**config.mk**
```make
export PLATFORM = sky130hd
export DESIGN_NAME = i8dpr_queue
export DESIGN_NICKNAME = d
export VERILOG_FILES = /design/src/design/i8dpr_pkg.sv /design/src/design/i8dpr_queue.sv
export SDC_FILE = /design/constraint.sdc
export NUM_CORES = 1
export LEC_CHECK = 0
export BUFFER_PORTS_ARGS = -buffer_cell sky130_fd_sc_hd__buf_2
export CORE_UTILIZATION = 56
export DETAILED_ROUTE_END_ITERATION = 8
export PLACE_DENSITY = 0.88
export SLEW_MARGIN = 20
export SYNTH_ARGS = -nofsm -noshare
export SYNTH_HDL_FRONTEND = slang
export SYNTH_SLANG_ARGS = --single-unit
```
**constraint.sdc**
```tcl
create_clock -name clk -period 6.75 [get_ports clk]
set_clock_uncertainty 0.15 [all_clocks]
set_input_delay 0.675 -clock clk [delete_from_list [all_inputs] [get_ports clk]]
set_output_delay 0.675 -clock clk [all_outputs]
set_load 0.01 [all_outputs]
```
**src/design/i8dpr_pkg.sv**
```systemverilog
// shared constants and types of the int8 dot-product requantizer
package i8dpr_pkg;

	localparam int LANES_MAX     = 8;
	localparam int DEFAULT_LANES = 8;
	localparam int ACT_W         = 8;
	localparam int NIB_W         = 4;
	localparam int PROD_W        = 2 * ACT_W;
	localparam int DOT_W         = PROD_W + $clog2(LANES_MAX);
	localparam int ACC_W         = 32;
	localparam int SHIFT_W       = 6;
	localparam int PROD64_W      = 2 * ACC_W;
	localparam int SUM_W         = ACC_W + 2;
	localparam int OUT_W         = 8;
	localparam int QUEUE_DEPTH   = 2;

	// stream widths
	localparam int IN_DATA_W  = 200;
	localparam int OUT_DATA_W = 8;

	// configuration port
	localparam int CFG_INDEX_W = 1;
	localparam int CFG_DATA_W  = 8;
	localparam logic [CFG_INDEX_W-1:0] REG_OUT_OFFSET  = 1'd0;
	localparam logic [CFG_INDEX_W-1:0] REG_WEIGHT_INT4 = 1'd1;

	// requantisation constants
	localparam logic signed [SHIFT_W:0]   SHIFT_BASE = 7'sd31;
	localparam logic signed [SHIFT_W-1:0] SHIFT_MAX  = 6'sd30;
	localparam logic signed [SUM_W-1:0]   SAT_HI     = 34'sd127;
	localparam logic signed [SUM_W-1:0]   SAT_LO     = -34'sd128;

	// one finished dot product waiting for requantisation
	typedef struct packed {
		logic [ACC_W-1:0]   sum;
		logic [ACC_W-1:0]   mult;
		logic [SHIFT_W-1:0] shift;
	} i8dpr_job_t;

endpackage

```
**src/design/i8dpr_queue.sv**
```systemverilog
// short job queue between front and back end
module i8dpr_queue import i8dpr_pkg::*; #(
	parameter int DEPTH = QUEUE_DEPTH
) (
	input  logic       clk,
	input  logic       arst_n,
	input  logic       push,
	input  i8dpr_job_t push_job,
	output logic       full,
	input  logic       pop,
	output i8dpr_job_t pop_job,
	output logic       valid
);

	localparam int PTR_W = (DEPTH > 1) ? $clog2(DEPTH) : 1;
	localparam int CNT_W = $clog2(DEPTH + 1);

	i8dpr_job_t       entry_q [DEPTH];
	logic [PTR_W-1:0] wr_q;
	logic [PTR_W-1:0] rd_q;
	logic [CNT_W-1:0] count_q;
	logic             do_pop;

	assign full    = (count_q == CNT_W'(DEPTH));
	assign valid   = (count_q != '0);
	assign do_pop  = pop && valid;
	assign pop_job = entry_q[rd_q];

	always_ff @(posedge clk) begin
		if (push) begin
			entry_q[wr_q] <= push_job;
		end
	end

	always_ff @(posedge clk or negedge arst_n) begin
		if (!arst_n) begin
			wr_q    <= '0;
			rd_q    <= '0;
			count_q <= '0;
		end else begin
			if (push) begin
				wr_q <= (wr_q == PTR_W'(DEPTH - 1)) ? '0 : wr_q + 1'b1;
			end
			if (do_pop) begin
				rd_q <= (rd_q == PTR_W'(DEPTH - 1)) ? '0 : rd_q + 1'b1;
			end
			if (push && !do_pop) begin
				count_q <= count_q + 1'b1;
			end else if (do_pop && !push) begin
				count_q <= count_q - 1'b1;
			end
		end
	end

	assert property (@(posedge clk) disable iff (!arst_n) push |-> !full)
		else $error("push into full queue");

	assert property (@(posedge clk) disable iff (!arst_n)
		(push && !do_pop) |=> (count_q == $past(count_q) + 1'b1))
		else $error("queue count lost a push");

endmodule

```
==> flow_summary.json <==
{
  "cts.reportedPaths.clkPinSlew_ns": 0.06,
  "r2r_setup_slack_ns": 4.49,
  "finalSetupViolations": 0,
  "grt_pass1_wl_mm": 13.1,
  "yosysTopAreaCell": "edfxtp_1",
  "grt.total_usage_pct": 17.9,
  "wire_per_inst_um": 16.8,
  "gp_congestion": 0.640,
  "syn_to_final_growth_pct": 24.4,
  "worstSetupStartpointType": "register",
  "die_h_um": 102,
  "fmax_ghz": 0.300,
  "critical_path_class": "reg -> out",
  "hp-start": "push_job[43]",
  "drv_cap": 0,
  "finalCritPeriodShare_pct": 49.4,
  "clock_path_buffers": 2,
  "cp.required_ns": 5.92,
  "synth_fa_ha_area_share_pct": 0.224,
  "synth_area_leaders": "edfxtp_1 75%, mux2_4 19%, buf_12 2.5%, dfrtp_1 1.8%, xor2_1 0.47%",
  "grt-ovfl-total": 0,
  "clk_latency_ns": 0.51,
  "io_buffers": 145,
  "numCtsBuffers": 17,
  "yosysTopAreaCellShare_pct": 75.2,
  "yosys-mux-area-fraction_pct": 18.7,
  "syn-num-nets": 309,
  "grt_max_degree": 71,
  "fin_tns_setup_ns": 0,
  "cp_data_arrival_time_ns": 2.51,
  "hold_buffers": 1,
  "synth_cell_types": 14,
  "cts_tree": "built",
  "max-vdd-ir-drop_mv": 0.324,
  "ant_nets": 0,
  "power_density_nw_per_um2": 439,
  "min_period_ns": 3.34,
  "die_area_um2": 10400,
  "vias": 2671,
  "dp_hpwl_mm": 5.75,
  "synth_top_family_by_area": "multiplexers",
  "rsz0062_at_grt": "false",
  "maxSlewViolCount": 0,
  "synth_area_per_cell_um2": 23.9,
  "startpoint": "rd_q",
  "num_io_pins": 146,
  "worstReg2RegEnd": "entry_q[0][21]",
  "post_cts_buffers": 0,
  "hold_viol_final": 0,
  "cts-resized-gates": 0,
  "ys_warn_count": 0,
  "yosys.area_share.simple_pct": 0.582,
  "hp-class": "in -> reg",
  "critical_path.max_fanout": 57,
  "end_kind": "output pin",
  "first_pass_iters": 4,
  "synth_compound_area_share_pct": 0,
  "layout-drive-gt1-share_pct": 61.8,
  "slew_headroom_pct": 31.7,
  "rr_startpoint": "wr_q",
  "htreeDepth": 4,
  "syn-cell-area_um2": 5590,
  "final_core_util_pct": 71.5,
  "cts.sinks": 144,
  "clock-root-buffer": "clkbuf_8",
  "num_antenna_cells": 0,
  "layout.nets": 468,
  "row_count": 36,
  "p_leak_uw": 0.00284,
  "endpoint": "pop_job[49]",
  "synth-xor-area-share_pct": 0.783,
  "worstMarginPinSlew_ns": 1.02,
  "coreArea_um2": 9730,
  "first_iter_violations": 103,
  "ys_seq_area_share_pct": 77.0,
  "status": "complete, no violations",
  "initial_core_util_pct": 57.5,
  "die_width_um": 102,
  "route.detailed.drc": 0,
  "viasPerCell": 4.96,
  "wirelength_mm": 9.07,
  "ys_seq_elements": 144,
  "rr_worst_depth": 2,
  "antenna_found_initial": 0,
  "first_global_vias": 2666,
  "netlist_instances": 234
}
[worst max-delay path: stages (launching register included)]
cell	delay [ns]
dfrtp_4	0.58
buf_4	0.83
mux2_2	0.41
buf_2	0.14
[through the flow]
stage	hold WS (ns)	worst slack [ns]	cells	instance area, um^2	power, uW
after detailed placement	0.323	3.91	506	6360	2180
after CTS	0.171	3.35	539	6960	3080
after global routing	0.166	3.29	539	6960	3190
after floorplan	0.229	2.35	234	5590	1980
final	0.202	3.41	539	6960	3050
after global placement	0.315	3.92	506	6360	2150
[report_power, final]
group	internal, uW	switching [uW]
clock	561	343
combinational	465	416
sequential	1190	72.7
[cell type report]
| cell class | count | area [um^2] |
|---|---|---|
| fillers | 632 | 2770 |
| multi-input cells | 82 | 1150 |
| clock inverters | 14 | 166 |
| well taps | 133 | 166 |
| flip-flops and latches | 144 | 4310 |
| clock buffers | 18 | 418 |
| repair buffers | 148 | 751 |
[how the worst min path moves through the flow]
stage	to	cells after the start	slack (ns)
2_1_floorplan	count_q[0]	0	0.23
3_3_place_gp	count_q[1]	1	0.31
3_5_place_dp	count_q[1]	1	0.32
4_1_cts	entry_q[1][3]	1	0.17
5_1_grt	entry_q[0][1]	1	0.17
6_report	entry_q[0][43]	1	0.20
[metal layers]
layer / vias to the layer above / GRT usage [%] / wire length, um
li1: 1247 / - / -
met1: 1311 / 20.2 / 3650
met2: 105 / 30.3 / 4690
met3: 8 / 7.39 / 627
met4: 0 / 7.58 / 99
met5: - / 0 / 0
[kinds of logic after synthesis]
family | after synthesis
muxes | 70
buffers and inverters | 8
DFF | 144
and+or+nand+nor | 6
adders and majority gates | 1
xor gates and xnor gates | 5
[synthesized netlist by cell type]
master / count
nand2_1: 1
or2_1: 1
buf_12: 7
and2_1: 1
nor2b_1: 2
dfrtp_1: 4
xnor2_1: 2
ha_1: 1
xor2_1: 3
edfxtp_1: 140
mux2_2: 1
nor2_1: 1
mux2_4: 69
buf_6: 1
[cells in the final DEF, fill, tap and decap left out, drive strengths merged]
cell,Yosys,final
buf,8,147
edfxtp,140,140
mux2,70,70
clkbuf,0,18
clkinv,0,6
clkinvlp,0,4
dfrtp,4,4
xor2,3,3
bufinv,0,3
xnor2,2,2
nor2b,2,2
or2,1,1
nand2,1,1
and2,1,1
nor2,1,1
ha,1,1
inv,0,1
dlygate4sd3,0,1
[registers in the layout (all words and copies together), names as in the netlist]
name     flops
entry_q    140
count_q      2
rd_q         1
wr_q         1
No activity file was read; power rests on OpenSTA's default activity.
