[src/design/i8dpr_pkg.sv]
// shared constants and types of the int8 dot-product requantizer
package i8dpr_pkg;

	localparam int LANES_MAX     = 8;
	localparam int DEFAULT_LANES = 8;
	localparam int ACT_W         = 8;
	localparam int NIB_W         = 4;
	localparam int PROD_W        = 2 * ACT_W;
	localparam int DOT_W         = PROD_W + $clog2(LANES_MAX);
	localparam int ACC_W         = 32;
	localparam int SHIFT_W       = 6;
	localparam int PROD64_W      = 2 * ACC_W;
	localparam int SUM_W         = ACC_W + 2;
	localparam int OUT_W         = 8;
	localparam int QUEUE_DEPTH   = 2;

	// stream widths
	localparam int IN_DATA_W  = 200;
	localparam int OUT_DATA_W = 8;

	// configuration port
	localparam int CFG_INDEX_W = 1;
	localparam int CFG_DATA_W  = 8;
	localparam logic [CFG_INDEX_W-1:0] REG_OUT_OFFSET  = 1'd0;
	localparam logic [CFG_INDEX_W-1:0] REG_WEIGHT_INT4 = 1'd1;

	// requantisation constants
	localparam logic signed [SHIFT_W:0]   SHIFT_BASE = 7'sd31;
	localparam logic signed [SHIFT_W-1:0] SHIFT_MAX  = 6'sd30;
	localparam logic signed [SUM_W-1:0]   SAT_HI     = 34'sd127;
	localparam logic signed [SUM_W-1:0]   SAT_LO     = -34'sd128;

	// one finished dot product waiting for requantisation
	typedef struct packed {
		logic [ACC_W-1:0]   sum;
		logic [ACC_W-1:0]   mult;
		logic [SHIFT_W-1:0] shift;
	} i8dpr_job_t;

endpackage

[src/design/i8dpr_front.sv]
// front end: lane multipliers, accumulator and job hand-off
module i8dpr_front import i8dpr_pkg::*; #(
	parameter int LANES = DEFAULT_LANES
) (
	input  logic               clk,
	input  logic               arst_n,
	input  logic               s_tvalid,
	output logic               s_tready,
	input  logic [63:0]        act_bytes,
	input  logic [63:0]        weight_bytes,
	input  logic               last_k,
	input  logic [ACC_W-1:0]   bias_value,
	input  logic [ACC_W-1:0]   multiplier,
	input  logic [SHIFT_W-1:0] shift_amount,
	input  logic               weight_is_int4,
	output logic               job_push,
	output i8dpr_job_t         job,
	input  logic               job_full
);

	logic signed [PROD_W-1:0] prod_d [LANES];
	logic signed [PROD_W-1:0] prod_s1 [LANES];
	logic                     valid_s1;
	logic                     last_s1;
	logic [ACC_W-1:0]         bias_s1;
	logic [ACC_W-1:0]         mult_s1;
	logic [SHIFT_W-1:0]       shift_s1;
	logic [ACC_W-1:0]         acc_q;
	logic signed [DOT_W-1:0]  dot;
	logic [ACC_W-1:0]         acc_next;
	logic                     stall;

	always_comb begin
		logic signed [ACT_W-1:0] a_k;
		logic signed [ACT_W-1:0] w_k;
		for (int k = 0; k < LANES; k++) begin
			a_k = act_bytes[ACT_W*k +: ACT_W];
			if (weight_is_int4) begin
				w_k = {{(ACT_W-NIB_W){weight_bytes[NIB_W*k+NIB_W-1]}},
					weight_bytes[NIB_W*k +: NIB_W]};
			end else begin
				w_k = weight_bytes[ACT_W*k +: ACT_W];
			end
			prod_d[k] = PROD_W'(a_k) * PROD_W'(w_k);
		end
	end

	// a final group cannot leave stage one while the queue is full
	assign stall    = valid_s1 && last_s1 && job_full;
	assign s_tready = !stall;

	always_ff @(posedge clk or negedge arst_n) begin
		if (!arst_n) begin
			valid_s1 <= 1'b0;
		end else if (!stall) begin
			valid_s1 <= s_tvalid;
		end
	end

	always_ff @(posedge clk) begin
		if (!stall && s_tvalid) begin
			prod_s1  <= prod_d;
			last_s1  <= last_k;
			bias_s1  <= bias_value;
			mult_s1  <= multiplier;
			shift_s1 <= shift_amount;
		end
	end

	always_comb begin
		dot = '0;
		for (int k = 0; k < LANES; k++) begin
			dot = dot + DOT_W'(prod_s1[k]);
		end
	end

	assign acc_next = acc_q + ACC_W'(dot);

	always_ff @(posedge clk or negedge arst_n) begin
		if (!arst_n) begin
			acc_q <= '0;
		end else if (valid_s1 && !stall) begin
			acc_q <= last_s1 ? '0 : acc_next;
		end
	end

	assign job_push  = valid_s1 && last_s1 && !job_full;
	assign job.sum   = acc_next + bias_s1;
	assign job.mult  = mult_s1;
	assign job.shift = shift_s1;

	assert property (@(posedge clk) disable iff (!arst_n)
		(valid_s1 && last_s1 && !stall) |=> (acc_q == '0))
		else $error("accumulator not cleared after final group");

	assert property (@(posedge clk) disable iff (!arst_n)
		stall |=> (valid_s1 && last_s1))
		else $error("stalled final group left stage one");

endmodule

[config.mk]
export PLATFORM = sky130hd
export DESIGN_NAME = i8dpr_front
export DESIGN_NICKNAME = d
export VERILOG_FILES = /design/src/design/i8dpr_pkg.sv /design/src/design/i8dpr_front.sv
export SDC_FILE = /design/constraint.sdc
export NUM_CORES = 2
export LEC_CHECK = 0
export ABC_AREA = 1
export BUFFER_PORTS_ARGS = -buffer_cell sky130_fd_sc_hd__buf_2
export CORE_UTILIZATION = 50
export DETAILED_ROUTE_END_ITERATION = 16
export GPL_TIMING_DRIVEN = 0
export HOLD_SLACK_MARGIN = 0.15
export PLACE_DENSITY = 0.77
export RECOVER_POWER = 50
export SLEW_MARGIN = 20
export SYNTH_ARGS = -nofsm -noshare
export SYNTH_HDL_FRONTEND = slang
export SYNTH_SLANG_ARGS = --single-unit
[constraint.sdc]
create_clock -name clk -period 9.3 [get_ports clk]
set_input_delay 1.86 -clock clk [delete_from_list [all_inputs] [get_ports clk]]
set_output_delay 1.86 -clock clk [all_outputs]
set_load 0.005 [all_outputs]
==> impl_results.md <==
* Status: finished, violations left
* Failing checks: max-capacitance violations, max-slew violations
* Sequential share of the synthesized area at 20.06%
* Vias in the first global route at 26,370
* Die area at 0.06886 mm2
* Mapped Area at 0.03391 mm2
* Largest net degree at the start of global routing at 105
* Aggregate routed wire length at 84,490 um
* CP startpoint kind: register
* TritonCTS buffer count at 28
* P&R area growth vs syn at 14.23%
* Post-DRT Antenna Nets at 0
* #FFs+latches synth at 232
* Synth cell types at 50
* Die H at 262.4 um
* Number of synthesized flops with an enable pin at 199
* Clock-pin slew on the worst setup and hold paths at 60 ps
* Initial Util at 50.49%
* Clk_lat worst skew at 590 ps
* Post-synth top area share at 31.94%
* Initial antenna violation count at 3
* Post-layout util at 57.67%
* DRT iter0 DRCs at 2,106
* First-pass GRT wire length at 134,400 um
* Max_slew headroom at -288.1%
* Critical-path top delay cell: fa_1
* Final hold vios at 0
* Most common cell on crit path: nand2_1
* Final min period at 9296 ps
* Syn Inst Count at 3,795
* Most frequent cells in the layout: inv_1 (987), fa_1 (539), nand2_1 (513)
* Std-Cell Rows at 95
* Placed cells at 4,939
* Syn Area/Cell at 8.935 um2
* Drt first pass iters at 7
* GR Util met1 at 32.49%
* H-tree levels at 1
* Core Region at 0.06716 mm2
* Most area-consuming cells after synthesis: fa_1 (32%), edfxtp_1 (18%), ha_1 (12%)
* Syn Nets at 4,862
* Clk sink count at 232
* Gr usage total at 24.33%
* Setup violators final at 0
* Critical Path Fanout Max at 4
* CP Buf/Inv Count at 9
* Synth async-reset ratio at 14.22%
* Slew Limit Fails at 139
* Synth area leader: fa_1
* IO Pins at 276
* DP HPWL at 69,590 um
* Routing usage on met2 at 41.83%
* Hold Worst Slack at 494.3 ps
* Gr busiest metal: met2
* Delay-heaviest family, CP: adder cells
* HP Class: register to register
* Final period utilization at 99.96%
* Share of post-route cells with drive strength above 1 at 13.43%
* RR Startpoint: valid_s1$_DFFE_PN0N_
* WS Path Type: register to output pin
* CP Launch Point: prod_s1[35]$_DFFE_PP_
* Critical Path End: job[66]
* Clock skew at 40.30 ps
* Type of destination of the critical path: output pin
* RSZ-0062 raised after global routing: yes
* Vias at 26,100
* R2r setup slk at 3170 ps
* Hold buffers post-CTS at 0
* CTS root buf: clkbuf_16
* Number of max-cap violations at 2
* CP peak stage delay at 530 ps
* Drt wl/cell at 16.82 um
* Most common cell after layout, fill and taps aside: inv_1
* Longest Clk Path Bufs at 3
* Synth Flop Type: edfxtp_1
* NumNets Final at 5,193
* DRC at 0
* Required time of the critical path at 7440 ps
* Setup TNS Final at 0 ps
* Reg-to-reg endpoint: prod_s1[120]$_DFFE_PP_
* I/O Buffers at 269
* Global route overflow at 0
* R2R cell count at 5
* Yosys Warn Count at 0
* Die Wd at 262.4 um
* Peak Freq at 0.1076 GHz
* Critical path arrival at 7440 ps
* Non-Filler Instances at 5,023
* Worst-Margin Slew at 5821 ps
* RePlAce Congestion at 0.9516
* Filler Cells Inserted at 5,645
* CTS tree: done
* WP depth at 39
* GR Layer Usage met3 at 3.223%
* Post-DR vias/cell at 5.196
## state kept, by name, summed over array words and instances, names as in the netlist
name,flops
acc_q,32
prod_s1,128
bias_s1,32
shift_s1,6
last_s1,1
valid_s1,1
mult_s1,32
## cells in the mapped netlist, types with 9 or more instances
| library cell | n |
|---|---|
| a21o_1 | 20 |
| mux2i_1 | 17 |
| nand3_1 | 73 |
| nand2_1 | 543 |
| dfrtp_1 | 33 |
| edfxtp_1 | 199 |
| fa_1 | 541 |
| xor2_1 | 104 |
| inv_1 | 995 |
| xnor2_1 | 93 |
| o21ai_0 | 79 |
| and2_1 | 9 |
| clkbuf_1 | 16 |
| nand3b_1 | 9 |
| ha_1 | 322 |
| a31oi_1 | 12 |
| nor2_1 | 402 |
| nor3_1 | 17 |
| nand2_2 | 9 |
| or2_2 | 11 |
| nand4_1 | 9 |
| a21oi_1 | 194 |
| o2111ai_1 | 12 |
| a22o_1 | 11 |
## tightest hold or removal path, cell delays in order (launching register included)
cell and delay (ps):
dfrtp_1 350, nand2_1 60, nand2_1 50
## how the worst min path moves through the flow
stage	from	slack, ps	endpoint	cells after the start
after global routing	acc_q[22]$_DFFE_PN0P_	510	acc_q[22]$_DFFE_PN0P_	2
after CTS	acc_q[29]$_DFFE_PN0P_	490	acc_q[29]$_DFFE_PN0P_	2
final	acc_q[29]$_DFFE_PN0P_	490	acc_q[29]$_DFFE_PN0P_	2
after floorplan	acc_q[30]$_DFFE_PN0P_	460	acc_q[30]$_DFFE_PN0P_	2
after global placement	acc_q[18]$_DFFE_PN0P_	470	acc_q[18]$_DFFE_PN0P_	2
after detailed placement	acc_q[29]$_DFFE_PN0P_	480	acc_q[29]$_DFFE_PN0P_	2
## kinds of logic (layout without fill, tap and decap cells)
| family | Yosys count | after routing | synth area share (%) |
|---|---|---|---|
| other cells | 0 | 2 | 0 |
| xor+xnor | 198 | 198 | 5.137 |
| buf+inv | 1023 | 1375 | 11.34 |
| fa+ha+maj | 863 | 863 | 43.82 |
| mux | 17 | 17 | 0.5018 |
| simple gates | 1094 | 1095 | 12.92 |
| flops | 232 | 232 | 20.06 |
| compound gates | 368 | 368 | 6.214 |
## stage by stage
stage,cell area [um2],setup slack [ps]
6_report,38730,4.178
5_1_grt,38730,-336.9
4_1_cts,37740,-5.229
3_5_place_dp,36410,-27.95
3_3_place_gp,36350,12.62
2_1_floorplan,33910,1183
## what timing repair did
| action | 4_1_cts | 5_1_grt |
|---|---|---|
| setup buffers | 8 | 23 |
| gates resized for setup | 59 | 187 |
| endpoints found under the setup margin | 12 | 18 |
| gates cloned | 1 | 0 |
| pin swaps | 17 | 53 |
## metal layers
metal	routed length, um	share of wire (%)
met1	34340	41
met2	40920	48
met3	5952	7.0
met4	3279	3.9
met5	0	0
## final cells by class
| cell class | instances | area (um2) | share of cell area (%) |
|---|---|---|---|
| antenna | 2 | 5.005 | 0.01292 |
| buffer | 19 | 88.84 | 0.2294 |
| clock buffer | 28 | 700.7 | 1.809 |
| clock inverter | 24 | 269.0 | 0.6945 |
| inverter | 1002 | 3762 | 9.713 |
| multi-input combinational | 2541 | 24430 | 63.08 |
| sequential | 232 | 6802 | 17.56 |
| tap | 873 | 1092 | 2.820 |
| timing repair buffer | 302 | 1579 | 4.077 |
Power is not shown: default switching activity piles up to over one toggle a cycle in this logic, so the estimate is an artifact.
