===== config.mk =====
export PLATFORM = sky130hd
export DESIGN_NAME = i8dpr_back
export DESIGN_NICKNAME = d
export VERILOG_FILES = /design/src/design/i8dpr_pkg.sv /design/src/design/i8dpr_back.sv
export SDC_FILE = /design/constraint.sdc
export NUM_CORES = 2
export LEC_CHECK = 0
export BUFFER_PORTS_ARGS = -buffer_cell sky130_fd_sc_hd__buf_2
export CAP_MARGIN = 20
export CORE_UTILIZATION = 50
export CTS_CLUSTER_DIAMETER = 150
export CTS_CLUSTER_SIZE = 40
export DETAILED_ROUTE_END_ITERATION = 10
export GPL_ROUTABILITY_DRIVEN = 0
export GPL_TIMING_DRIVEN = 0
export PLACE_DENSITY = 0.66
export SLEW_MARGIN = 20
export SYNTH_ARGS = -nofsm -noshare
export SYNTH_HDL_FRONTEND = slang
export SYNTH_SLANG_ARGS = --single-unit

===== constraint.sdc =====
create_clock -name clk -period 5.7 [get_ports clk]
set_input_delay 0.57 -clock clk [delete_from_list [all_inputs] [get_ports clk]]
set_output_delay 0.57 -clock clk [all_outputs]
set_load 0.05 [all_outputs]

===== src/design/i8dpr_pkg.sv =====
// shared constants and types of the int8 dot-product requantizer
package i8dpr_pkg;

	localparam int LANES_MAX     = 8;
	localparam int DEFAULT_LANES = 8;
	localparam int ACT_W         = 8;
	localparam int NIB_W         = 4;
	localparam int PROD_W        = 2 * ACT_W;
	localparam int DOT_W         = PROD_W + $clog2(LANES_MAX);
	localparam int ACC_W         = 32;
	localparam int SHIFT_W       = 6;
	localparam int PROD64_W      = 2 * ACC_W;
	localparam int SUM_W         = ACC_W + 2;
	localparam int OUT_W         = 8;
	localparam int QUEUE_DEPTH   = 2;

	// stream widths
	localparam int IN_DATA_W  = 200;
	localparam int OUT_DATA_W = 8;

	// configuration port
	localparam int CFG_INDEX_W = 1;
	localparam int CFG_DATA_W  = 8;
	localparam logic [CFG_INDEX_W-1:0] REG_OUT_OFFSET  = 1'd0;
	localparam logic [CFG_INDEX_W-1:0] REG_WEIGHT_INT4 = 1'd1;

	// requantisation constants
	localparam logic signed [SHIFT_W:0]   SHIFT_BASE = 7'sd31;
	localparam logic signed [SHIFT_W-1:0] SHIFT_MAX  = 6'sd30;
	localparam logic signed [SUM_W-1:0]   SAT_HI     = 34'sd127;
	localparam logic signed [SUM_W-1:0]   SAT_LO     = -34'sd128;

	// one finished dot product waiting for requantisation
	typedef struct packed {
		logic [ACC_W-1:0]   sum;
		logic [ACC_W-1:0]   mult;
		logic [SHIFT_W-1:0] shift;
	} i8dpr_job_t;

endpackage


===== src/design/i8dpr_back.sv =====
// back end: q31 scaling, rounding shift, zero point and int8 saturation
module i8dpr_back import i8dpr_pkg::*; (
	input  logic                  clk,
	input  logic                  arst_n,
	input  logic                  job_valid,
	output logic                  job_pop,
	input  i8dpr_job_t            job,
	input  logic [OUT_W-1:0]      out_offset,
	output logic                  m_tvalid,
	input  logic                  m_tready,
	output logic [OUT_DATA_W-1:0] m_tdata,
	output logic                  m_tuser
);

	logic                       en;
	logic signed [SHIFT_W-1:0]  sh_clamped;
	logic [SHIFT_W-1:0]         rs_d;
	logic                       valid_s1;
	logic signed [PROD64_W-1:0] prod_s1;
	logic [SHIFT_W-1:0]         rs_s1;
	logic [SHIFT_W-1:0]         rsm1_s1;
	logic signed [PROD64_W-1:0] shifted;
	logic                       valid_s2;
	logic [ACC_W-1:0]           scaled_s2;
	logic signed [SUM_W-1:0]    biased;
	logic                       out_valid_q;
	logic [OUT_W-1:0]           result_q;
	logic                       clip_q;

	// whole back end moves together; output register frees it
	assign en      = !out_valid_q || m_tready;
	assign job_pop = en && job_valid;

	assign sh_clamped = ($signed(job.shift) > SHIFT_MAX) ? SHIFT_MAX : $signed(job.shift);
	assign rs_d       = SHIFT_W'(SHIFT_BASE - (SHIFT_W+1)'(sh_clamped));

	always_ff @(posedge clk or negedge arst_n) begin
		if (!arst_n) begin
			valid_s1    <= 1'b0;
			valid_s2    <= 1'b0;
			out_valid_q <= 1'b0;
		end else if (en) begin
			valid_s1    <= job_valid;
			valid_s2    <= valid_s1;
			out_valid_q <= valid_s2;
		end
	end

	always_ff @(posedge clk) begin
		if (en) begin
			prod_s1 <= $signed(job.sum) * $signed(job.mult);
			rs_s1   <= rs_d;
			rsm1_s1 <= rs_d - 1'b1;
		end
	end

	// floor shift plus the bit just below the cut gives round-half-up
	assign shifted = prod_s1 >>> rs_s1;

	always_ff @(posedge clk) begin
		if (en) begin
			scaled_s2 <= shifted[ACC_W-1:0] + ACC_W'(prod_s1[rsm1_s1]);
		end
	end

	assign biased = SUM_W'($signed(scaled_s2)) + SUM_W'($signed(out_offset));

	always_ff @(posedge clk) begin
		if (en) begin
			priority if (biased > SAT_HI) begin
				result_q <= SAT_HI[OUT_W-1:0];
				clip_q   <= 1'b1;
			end else if (biased < SAT_LO) begin
				result_q <= SAT_LO[OUT_W-1:0];
				clip_q   <= 1'b1;
			end else begin
				result_q <= biased[OUT_W-1:0];
				clip_q   <= 1'b0;
			end
		end
	end

	assign m_tvalid = out_valid_q;
	assign m_tdata  = result_q;
	assign m_tuser  = clip_q;

	assert property (@(posedge clk) disable iff (!arst_n)
		(en && valid_s2) |=> out_valid_q)
		else $error("scaled value lost before output register");

	assert property (@(posedge clk) disable iff (!arst_n)
		job_pop |-> en)
		else $error("job taken while back end stalled");

endmodule

==> metrics.log <==
INFO  metric place.port_buffers = slightly above 90
INFO  metric edff_count_synth = 117
INFO  metric via_count = 37,544
INFO  metric synth_seq_area_share = 0.0766
INFO  metric final_slew_viol_count = 0
INFO  metric timing.slew.headroom = 0.291
INFO  metric cap_viol_max_count = 0
INFO  metric clk_sinks = 120
INFO  metric cts_buffer_depth = 2
INFO  metric floorplan.core_area = 92,200 um^2
INFO  metric cp_num_cells = 26
INFO  metric worst_r2r_path_cells = 12
INFO  metric syn_area = between 40,000 and 50,000 um^2
INFO  metric final.min_clock_period = 7.76 ns
INFO  metric cp_top_delay_family = adder cells
INFO  metric final_routed_wirelength = 167,000 um
INFO  metric post-place-cells = 6,147
INFO  metric finalSetupViolCount = 52
INFO  metric tightestPinTransition = between 1 and 1.5 ns
INFO  metric timing.critical_path.to_type = flip-flop
INFO  metric outcome = complete, but fails checks
INFO  metric dp.final_hpwl = 134,000 um
INFO  metric io_pins = 93
INFO  metric antenna_found_initial = 21
INFO  metric syn_avg_cell_area = 9.74 um^2
INFO  metric critPathMaxFanout = 8
INFO  metric clkLatencyLatePin = 0.42 ns
INFO  metric drt_drc = 0
INFO  metric maximum_number_of_pins_on_one_net_before_global_route_repair = 61
INFO  metric die-area = around 95,000 um^2
INFO  metric post_route_cells_drive_above_1_share = 0.196
INFO  metric hold_path_startpoint = job_valid
INFO  metric final_hold_viol_count = 0
INFO  metric final_core_util = 0.599
INFO  metric grt.total_usage = 0.362
INFO  metric failed_checks = negative setup slack
INFO  metric finalCritPeriodShare = 1.36
INFO  metric yosysMostFrequentCell = fa_1
INFO  metric die_w = 308 um
INFO  metric numCtsBuffers = 17
INFO  metric worst_r2r_startpoint = scaled_s2[14]
INFO  metric drt-vias-per-instance = 5.88
INFO  metric synth_top_area_share = 0.463
INFO  metric synthArstFlopShare = 0.0250
INFO  metric tns = -69.97 ns
INFO  metric wl_per_cell = around 26 um
INFO  metric drt_pass1_iterations = 8
INFO  metric finalClockSkew = 0.00544 ns
INFO  metric dominantRegCellSynth = edfxtp_1
INFO  metric finalInstanceArea = 55,300 um^2
INFO  metric synth-warning-count = 0
INFO  metric timing.critical_path.required = 5.86 ns
INFO  metric detailed_place.area = about 50,000 um^2
INFO  metric clock-root-buffer = clkbuf_16
INFO  metric rsz0062_at_grt = true
INFO  metric class_of_the_worst_hold_path = in2reg
INFO  metric r2r_end = m_tdata[4]
INFO  metric area_delta_synth_final = 17.9%
INFO  metric critical-path-top-cell-by-count = fa_1
INFO  metric detail_route.iter0.violations = 4,027
INFO  metric cp.arrival = 7.92 ns
INFO  metric grt_pass1_vias = 39,870
INFO  metric htree_num_levels = 4
INFO  metric yosysTopAreaCell = fa_1
INFO  metric critical_path_class = in2reg
INFO  metric worst_setup_path_start_kind = input pin
INFO  metric clk_pin_slew_worst_paths = about 0.05 ns
INFO  metric worstPathBufferInverterCount = 7
INFO  metric startpoint = job[23]
INFO  metric route.antenna.remaining_nets = 0
INFO  metric synth.area.top_cells = fa_1, inv_1, edfxtp_1
INFO  metric gr-total-overflow = 0
INFO  metric starting_density_of_the_core = 0.508
INFO  metric critPathCapture = prod_s1[61]
INFO  metric final_net_count = 6,501
INFO  metric synth_cell_type_count = 97
INFO  metric fmax = approximately 130 MHz
INFO  metric placement_rows = 111
INFO  metric count_of_non_filler_cells_in_the_finished_layout = 6,388
INFO  metric reg2reg_setup_slack = about 0.95 ns
INFO  metric tritoncts = built
INFO  metric grt_first_pass_wirelength = 249,000 um
INFO  metric cp_slowest_stage_delay = approximately 0.59 ns
INFO  metric post-route-worst-setup-slack = -2.06 ns
INFO  metric synthCells = 4,810
INFO  metric timing.critical_path.slowest_stage_cell = fa_1
INFO  metric yosys_register_bits = 120
INFO  metric die_y = ~310 um
INFO  metric mappedNetlistNets = 6,194
INFO  metric netlist_top_cells_count = fa_1, inv_1, nand2_1
worst min-delay path by stage:
stage                to  slack [ns]  cells past startpoint
4_1_cts        valid_s1        0.38                      2
3_3_place_gp   m_tvalid        0.37                      1
2_1_floorplan  m_tvalid        0.27                      0
5_1_grt        valid_s1        0.39                      2
3_5_place_dp   m_tvalid        0.37                      1
6_report       valid_s1        0.40                      2
through the flow:
| stage | setup WS (ns) | hold slack [ns] |
|---|---|---|
| after floorplan | -1.73 | 0.274 |
| after detailed placement | -3.50 | 0.372 |
| after CTS | -1.88 | 0.384 |
| after global routing | -2.18 | 0.392 |
| final | -2.06 | 0.396 |
| after global placement | -3.43 | 0.367 |
cells by family (layout without fill, tap and decap cells):
kind of cell             after synthesis  after routing  synth area share
AO/OA/AOI/OAI                        373            373            0.0526
XOR/XNOR                             120            120            0.0224
adder cells (fa/ha/maj)             1302           1302             0.521
buffers and inverters               1265           1584             0.105
flip-flops                           120            120            0.0766
multiplexers                         161            161            0.0655
other                                  0             16                 0
AND/OR/NAND/NOR                     1469           1469             0.157
routing by layer:
metal  up-vias  part of all wire  track usage
met2      2512              0.44        0.557
met1     18916              0.35        0.451
met4        10             0.088        0.254
li1      15375                 -            -
met3       731              0.12       0.0881
met5         -           0.00038            0
layout by cell type (no fill, tap or decap), types with 20 or more instances in the layout:
cell	synthesis	layout
clkbuf_16	0	86
ha_4	0	29
nand2_1	629	607
o21ai_0	73	49
buf_8	2	20
fa_1	1083	1001
inv_1	1005	963
fa_2	0	82
clkbuf_4	2	29
and2_1	523	487
mux4_2	101	101
buf_6	4	56
nand3_1	41	38
buf_2	16	74
a21oi_2	0	22
clkbuf_1	220	29
clkbuf_2	0	27
xnor2_1	87	85
inv_2	3	41
ha_1	219	184
and3_1	23	22
nor2_1	119	112
a21oi_1	93	66
nor3_1	28	23
clkbuf_8	0	38
a21o_1	34	34
xor2_1	33	31
edfxtp_1	117	117
nand2b_1	23	22
and2_4	0	36
buf_4	4	173
buf_12	4	26
mux2i_1	24	24
state kept, by name (all words and copies together) (netlist names):
signal / cells
valid_s2: 1
m_tvalid: 1
m_tuser: 1
rs_s1: 6
prod_s1: 64
valid_s1: 1
rsm1_s1: 6
scaled_s2: 32
m_tdata: 8
cell type report:
| cell class | count | area [um^2] |
|---|---|---|
| antenna | 16 | 40.0 |
| buffer | 253 | 3330 |
| clock buffer | 20 | 437 |
| clock inverter | 11 | 155 |
| fill | 7701 | 37000 |
| inverter | 1009 | 3800 |
| multi-input combinational | 3425 | 39800 |
| sequential | 120 | 3590 |
| tap | 1243 | 1560 |
| timing repair buffer | 291 | 2560 |
repair_timing:
item | in CTS | in global routing
hold buffers | 1 | 0
hold endpoints to repair | 3 | 0
endpoints found under the setup margin | 54 | 53
buffers inserted | 137 | 65
pin swaps | 142 | 125
gates resized for setup | 603 | 199
gates cloned | 0 | 2
Power is left out: the tool's default activity adds up to more than one toggle a clock period on the data nets, which glitch-free logic cannot reach.
